$ cat config.mk
export PLATFORM = sky130hd
export DESIGN_NAME = crhi_hash
export DESIGN_NICKNAME = d
export VERILOG_FILES = /design/src/rtl/core/crhi_pkg.sv /design/src/rtl/core/crhi_hash.sv
export SDC_FILE = /design/constraint.sdc
export NUM_CORES = 1
export LEC_CHECK = 0
export ABC_AREA = 1
export BUFFER_PORTS_ARGS = -buffer_cell sky130_fd_sc_hd__buf_4
export CORE_AREA = 10 10 98 135
export CTS_BUF_LIST = sky130_fd_sc_hd__clkbuf_16
export DETAILED_ROUTE_END_ITERATION = 6
export DIE_AREA = 0 0 108 145
export HOLD_SLACK_MARGIN = 0.15
export PLACE_DENSITY = 0.65
export REMOVE_ABC_BUFFERS = 1
export SLEW_MARGIN = 20
export SYNTH_ARGS = -nofsm -noshare
export SYNTH_HDL_FRONTEND = slang
export SYNTH_SLANG_ARGS = --single-unit
$ cat constraint.sdc
create_clock -name clk -period 1.55 [get_ports clk]
set_input_delay 0.2325 -clock clk [delete_from_list [all_inputs] [get_ports clk]]
set_output_delay 0.2325 -clock clk [all_outputs]
set_load 0.005 [all_outputs]
$ cat src/rtl/core/crhi_pkg.sv
// ----------------------------------------------------------------------------
// crhi_pkg - shared constants of the chained hash record index
// Transaction kinds, result status codes and default sizes.
// ----------------------------------------------------------------------------
package crhi_pkg;

	localparam int BUCKETS_DEF    = 20;
	localparam int CAPACITY_DEF   = 64;
	localparam int CODE_BYTES_DEF = 4;

	// most results one search may emit
	localparam int MAX_OUT = 64;

	// hash unit operand width
	localparam int HVW = 16;

	// transaction kinds
	localparam logic [1:0] K_INSERT = 2'd0;
	localparam logic [1:0] K_NUMBER = 2'd1;
	localparam logic [1:0] K_ORIGIN = 2'd2;
	localparam logic [1:0] K_DEST   = 2'd3;

	// result status codes
	localparam logic [1:0] ST_STORED  = 2'd0;
	localparam logic [1:0] ST_FULL    = 2'd1;
	localparam logic [1:0] ST_MATCH   = 2'd2;
	localparam logic [1:0] ST_NOMATCH = 2'd3;

	// index selectors
	localparam logic [1:0] IX_NUM = 2'd0;
	localparam logic [1:0] IX_ORG = 2'd1;
	localparam logic [1:0] IX_DST = 2'd2;

endpackage

$ cat src/rtl/core/crhi_hash.sv
// ----------------------------------------------------------------------------
// crhi_hash - bucket reduction unit
// Reduces a 16-bit value modulo BUCKETS by reciprocal multiplication: the
// quotient is registered while start is high, the remainder in the cycle after.
// ----------------------------------------------------------------------------
module crhi_hash
	import crhi_pkg::*;
#(
	parameter int BUCKETS = BUCKETS_DEF
) (
	input  logic                       clk,
	input  logic                       arst_n,
	input  logic                       start,
	input  logic [HVW-1:0]             value,
	output logic                       done,
	output logic [$clog2(BUCKETS)-1:0] bucket
);

	localparam int BW = $clog2(BUCKETS);
	localparam int SH = HVW + BW;
	localparam int MW = HVW + 2;
	localparam int PW = HVW + MW;
	localparam logic [MW-1:0] RECIP =
		MW'(((64'd1 << SH) + 64'(BUCKETS) - 64'd1) / 64'(BUCKETS));

	logic [PW-1:0]  prod;
	logic [HVW-1:0] v_s1;
	logic [HVW-1:0] q_s1;
	logic           run_s1;
	logic           done_q;
	logic [HVW-1:0] r_q;

	// estimate the quotient with the rounded-up reciprocal
	assign prod = {{MW{1'b0}}, value} * {{HVW{1'b0}}, RECIP};

	// advance the two reduction steps
	always_ff @(posedge clk or negedge arst_n) begin
		if (!arst_n) begin
			run_s1 <= 1'b0;
			done_q <= 1'b0;
		end else begin
			run_s1 <= start;
			done_q <= run_s1;
		end
	end

	// hold the operand and quotient, then form the remainder
	always_ff @(posedge clk) begin
		if (start) begin
			v_s1 <= value;
			q_s1 <= HVW'(prod >> SH);
		end
		if (run_s1) begin
			r_q <= v_s1 - HVW'(q_s1 * HVW'(BUCKETS));
		end
	end

	assign done   = done_q;
	assign bucket = r_q[BW-1:0];

endmodule

### Word level (Yosys, flattened, before mapping)

Index checks and enable logic that the tools add are counted.

* add/sub/neg operators: 1
* $mul: 2

Operators by type and width (count)
* $mul A16 B16 Y32 const B: 1
* $mul A12 B3 Y3 const B: 1
* $sub A5 B5 Y5: 1

* word-level logic and storage cells: 8
* bits of input ports: 19
* flip-flop bits (word level): 24

### Longest topological paths before layout

* depth after elaboration: 2
* depth in mapped cells: 22

### Worst setup path before layout

OpenSTA, ideal clock, no wires.

* kind: in2reg
* start point: input port value[2]
* end point: register q_s1[2] (data pin)
* setup time: 0.252 ns
* data required time: 1.298 ns
* path buffers: 0
* arrival: 4.197 ns
* slack: -2.899 ns
* stages: 18
* path through: ha_1 > inv_1 > fa_1 > inv_1 > fa_1 > fa_1 > fa_1 > inv_1 > fa_1 > inv_1 > ha_1 > nand2_1 > nor3_4 > nand2_1 > nor2_2 > nor2_1 > nand3_2 > nand2_1

* cells in the longest elaborated chain, start to end: 1

RTL lines
* start: declaration: line crhi_hash.sv:14 `input logic [HVW-1:0] value,`
* $mul A16 B16 Y32: line crhi_hash.sv:34 `assign prod = {{MW{1'b0}}, value} * {{HVW{1'b0}}, RECIP};`
* via prod[23]: line crhi_hash.sv:26 `logic [PW-1:0] prod;`
* end signal: assignment: line crhi_hash.sv:51 `q_s1 <= HVW'(prod >> SH);`
* end: declaration: line crhi_hash.sv:28 `logic [HVW-1:0] q_s1;`

The timed path passes the listed nets, and every way through them passes these cells.
A chain may end at the register's enable or synchronous reset.

### Worst setup path in the final report

Same ends and word-level chain as after synthesis.

==> impl_metrics.env <==
export IMPL_outcome="complete, but fails checks"
export IMPL_violations="negative setup slack"
export IMPL_path_cells="buf_8 -> ha_4 -> inv_2 -> fa_1 -> inv_2 -> fa_2 -> fa_1 -> fa_1 -> inv_1 -> fa_1 -> inv_2 -> ha_4 -> nand2_4 -> nor3_4 -> nand2_1 -> nor2_2 -> nor2_1 -> nand3_2 -> nand2_1"
export IMPL_clock_skew_ns=0.00196
export IMPL_num_nets_final=745
export IMPL_fp_dieW_um=108
export IMPL_cp_required_ns=1.54
export IMPL_hold_depth=1
export IMPL_crit_path_max_fanout=3
export IMPL_htree_levels=1
export IMPL_multiInputGateArea_um2=3550
export IMPL_finalSetupViolCount=3
export IMPL_worstHoldStart="start"
export IMPL_finalHoldViolCount=0
export IMPL_grt_pass1_vias=3842
export IMPL_clk_pin_slew_ns=0.05
export IMPL_fin_crit_ns=4.23
export IMPL_dpl_cell_area_um2=4990
export IMPL_finalMaxSlewViolations=0
export IMPL_ys_flop_type="edfxtp_1"
export IMPL_detail_route_wl_per_cell_um=15.9
export IMPL_hpwl_um=9730
export IMPL_r2r_start="q_s1[0]"
export IMPL_relSlewSlack_pct=81.9
export IMPL_start_util_pct=39.2
export IMPL_fp_dieH_um=145
export IMPL_clock_sinks=15
export IMPL_critPathTopFamily="adder cells"
export IMPL_die_area_um2=15700
export IMPL_syn_to_final_growth_pct=32.0
export IMPL_clk_latency_ns=0.24
export IMPL_synth_cell_types=29
export IMPL_antenna_left=0
export IMPL_numCtsBuffers=3
export IMPL_fin_area_um2=5560
export IMPL_fin_util_pct=51.7
export IMPL_reg2reg_to="r_q[4]"
export IMPL_dpl_worst_slack_ns=-3.29
export IMPL_cp_arrival_ns=4.23
export IMPL_drc=0
export IMPL_ff2ff_path_depth=4
export IMPL_holdPathEnd="run_s1"
export IMPL_period_share_pct=273
export IMPL_coreArea_um2=10800
export IMPL_wirelength_um=11200
export IMPL_cap_violations=0
export IMPL_vias=3335
export IMPL_floorplan_rows=45
export IMPL_vias_per_cell=4.70
export IMPL_hold_path_class="input port to register"
export IMPL_seq_area_um2=440
export IMPL_io_pins=25
export IMPL_ys_ff_latch=15
export IMPL_start_kind="input port"
export IMPL_portBuffers=24
export IMPL_drive_above_1_share_pct=27.1
export IMPL_slowest_stage="fa_1"
export IMPL_cts_buffer_depth=2
export IMPL_root_buffer="clkbuf_16"
export IMPL_syn_inst=477
export IMPL_yosysWarnings=0
export IMPL_crit_top_cell="fa_1"
export IMPL_synth_cell_area_um2=4220
export IMPL_antenna_found_initial=0
export IMPL_num_antenna_cells=0
export IMPL_tritoncts="built"
export IMPL_synth_yosys_seq_area_share_pct=10.4
export IMPL_r2r_setup_slack_ns=0.06
export IMPL_fmax_mhz=236
export IMPL_cp_end_kind="register"
export IMPL_syn_avg_cell_area_um2=8.84
export IMPL_fillers=935
export IMPL_dr_first_iter_drc_count=127
export IMPL_overflow=0
export IMPL_cpPeakStageDelay_ns=0.54
export IMPL_fin_ws_ns=-2.68
export IMPL_worstSetupPathType="input port to register"
export IMPL_place_gp_congestion=0.939
export IMPL_path_buf_inv=5
export IMPL_synthArstFlopShare_pct=13.3
export IMPL_synth_edf_count=13
export IMPL_track_usage_pct=14.6
export IMPL_dr_pass1_iters=4
export IMPL_rsz0062_at_grt="true"
export IMPL_grt_pass1_wl_um=18200
export IMPL_tightest_slew_ns=0.271
export IMPL_grt_max_degree=10
[metrics by stage]
stage	TNS [ns]	cells	hold slack (ns)
final	-8.01	709	0.203
after global routing	-8.47	709	0.203
after CTS	-7.93	709	0.194
after detailed placement	-9.84	698	0.0163
after global placement	-9.61	698	0.0144
after floorplan	-8.64	477	-0.0631
[worst register-to-register path: cells and delay by family (launching register included)]
| kind | cells | cell delay, ns |
|---|---|---|
| XOR/XNOR | 2 | 0.29 |
| adder cells (fa/ha/maj) | 2 | 0.54 |
| flip-flops | 1 | 0.41 |
[worst max-delay path by stage]
stage	start	end	slack, ns	cells after the start
6_report	value[2]	q_s1[2]	-2.68	19
5_1_grt	value[2]	q_s1[0]	-2.84	19
4_1_cts	value[2]	q_s1[0]	-2.68	19
3_5_place_dp	value[2]	q_s1[2]	-3.29	19
3_3_place_gp	value[4]	q_s1[1]	-3.23	18
2_1_floorplan	value[2]	q_s1[2]	-2.90	18
[registers in the layout, summed over array words and instances, names as in the netlist]
name    flops
v_s1        5
r_q         5
done        1
q_s1        3
run_s1      1
[cell families after synthesis]
kind of cell | after synthesis | synth area share (%)
compound gates | 17 | 2.17
xor+xnor | 11 | 2.29
fa+ha+maj | 157 | 58.7
flops | 15 | 10.4
simple gates | 113 | 11.8
buf+inv | 164 | 14.6
[synthesized netlist by cell type, types with 2 or more instances]
| cell type | instances | area share [%] |
|---|---|---|
| xor2_1 | 6 | 1.2 |
| nor2_1 | 16 | 1.4 |
| nand3_1 | 9 | 1.1 |
| nand3b_1 | 3 | 0.53 |
| edfxtp_1 | 13 | 9.3 |
| inv_2 | 2 | 0.18 |
| inv_1 | 160 | 14 |
| xnor2_1 | 5 | 1.0 |
| fa_1 | 68 | 32 |
| a21oi_1 | 12 | 1.4 |
| dfrtp_1 | 2 | 1.2 |
| ha_1 | 89 | 26 |
| nand2_1 | 74 | 6.6 |
| nand4_1 | 3 | 0.45 |
[final cells by class]
class	instances	area share [%]
multi-input cells	298	63.8
flip-flops and latches	15	7.92
clock inverters	1	0.0675
inverters	164	11.1
repair buffers	87	12.6
well taps	141	3.17
clock buffers	3	1.35
[metal layers]
metal | up-vias | part of all wire, % | track usage, %
li1 | 1599 | - | -
met1 | 1620 | 35 | 14.3
met2 | 73 | 54 | 27.1
met3 | 43 | 2.9 | 1.64
met4 | 0 | 8.0 | 10.4
met5 | - | 0 | 0
[cell usage in the layout (no fill, tap or decap), types with 3 or more instances in the layout]
cell | netlist | final
a21oi_1 | 12 | 9
xor2_1 | 6 | 5
nand3b_1 | 3 | 3
xnor2_1 | 5 | 5
fa_2 | 0 | 5
nand4_1 | 3 | 3
inv_1 | 160 | 153
buf_6 | 0 | 3
ha_1 | 89 | 64
nand3_1 | 9 | 9
edfxtp_1 | 13 | 13
buf_4 | 0 | 79
nor2_1 | 16 | 11
nand2_2 | 1 | 4
ha_4 | 0 | 24
buf_8 | 0 | 3
a21oi_2 | 0 | 3
fa_1 | 68 | 63
nand2_1 | 74 | 68
clkbuf_16 | 0 | 3
nor2_2 | 1 | 5
inv_2 | 2 | 11
nand2_4 | 1 | 4
[timing repair]
| item | 4_1_cts | 5_1_grt |
|---|---|---|
| pin swaps | 52 | 9 |
| resized for setup | 56 | 17 |
| setup buffers | 6 | 0 |
| hold buffers | 1 | 0 |
| endpoints found under the hold margin | 2 | 0 |
| endpoints found under the setup margin | 4 | 4 |
Power is not shown: default switching activity piles up to over one toggle a cycle in this logic, so the estimate is an artifact.
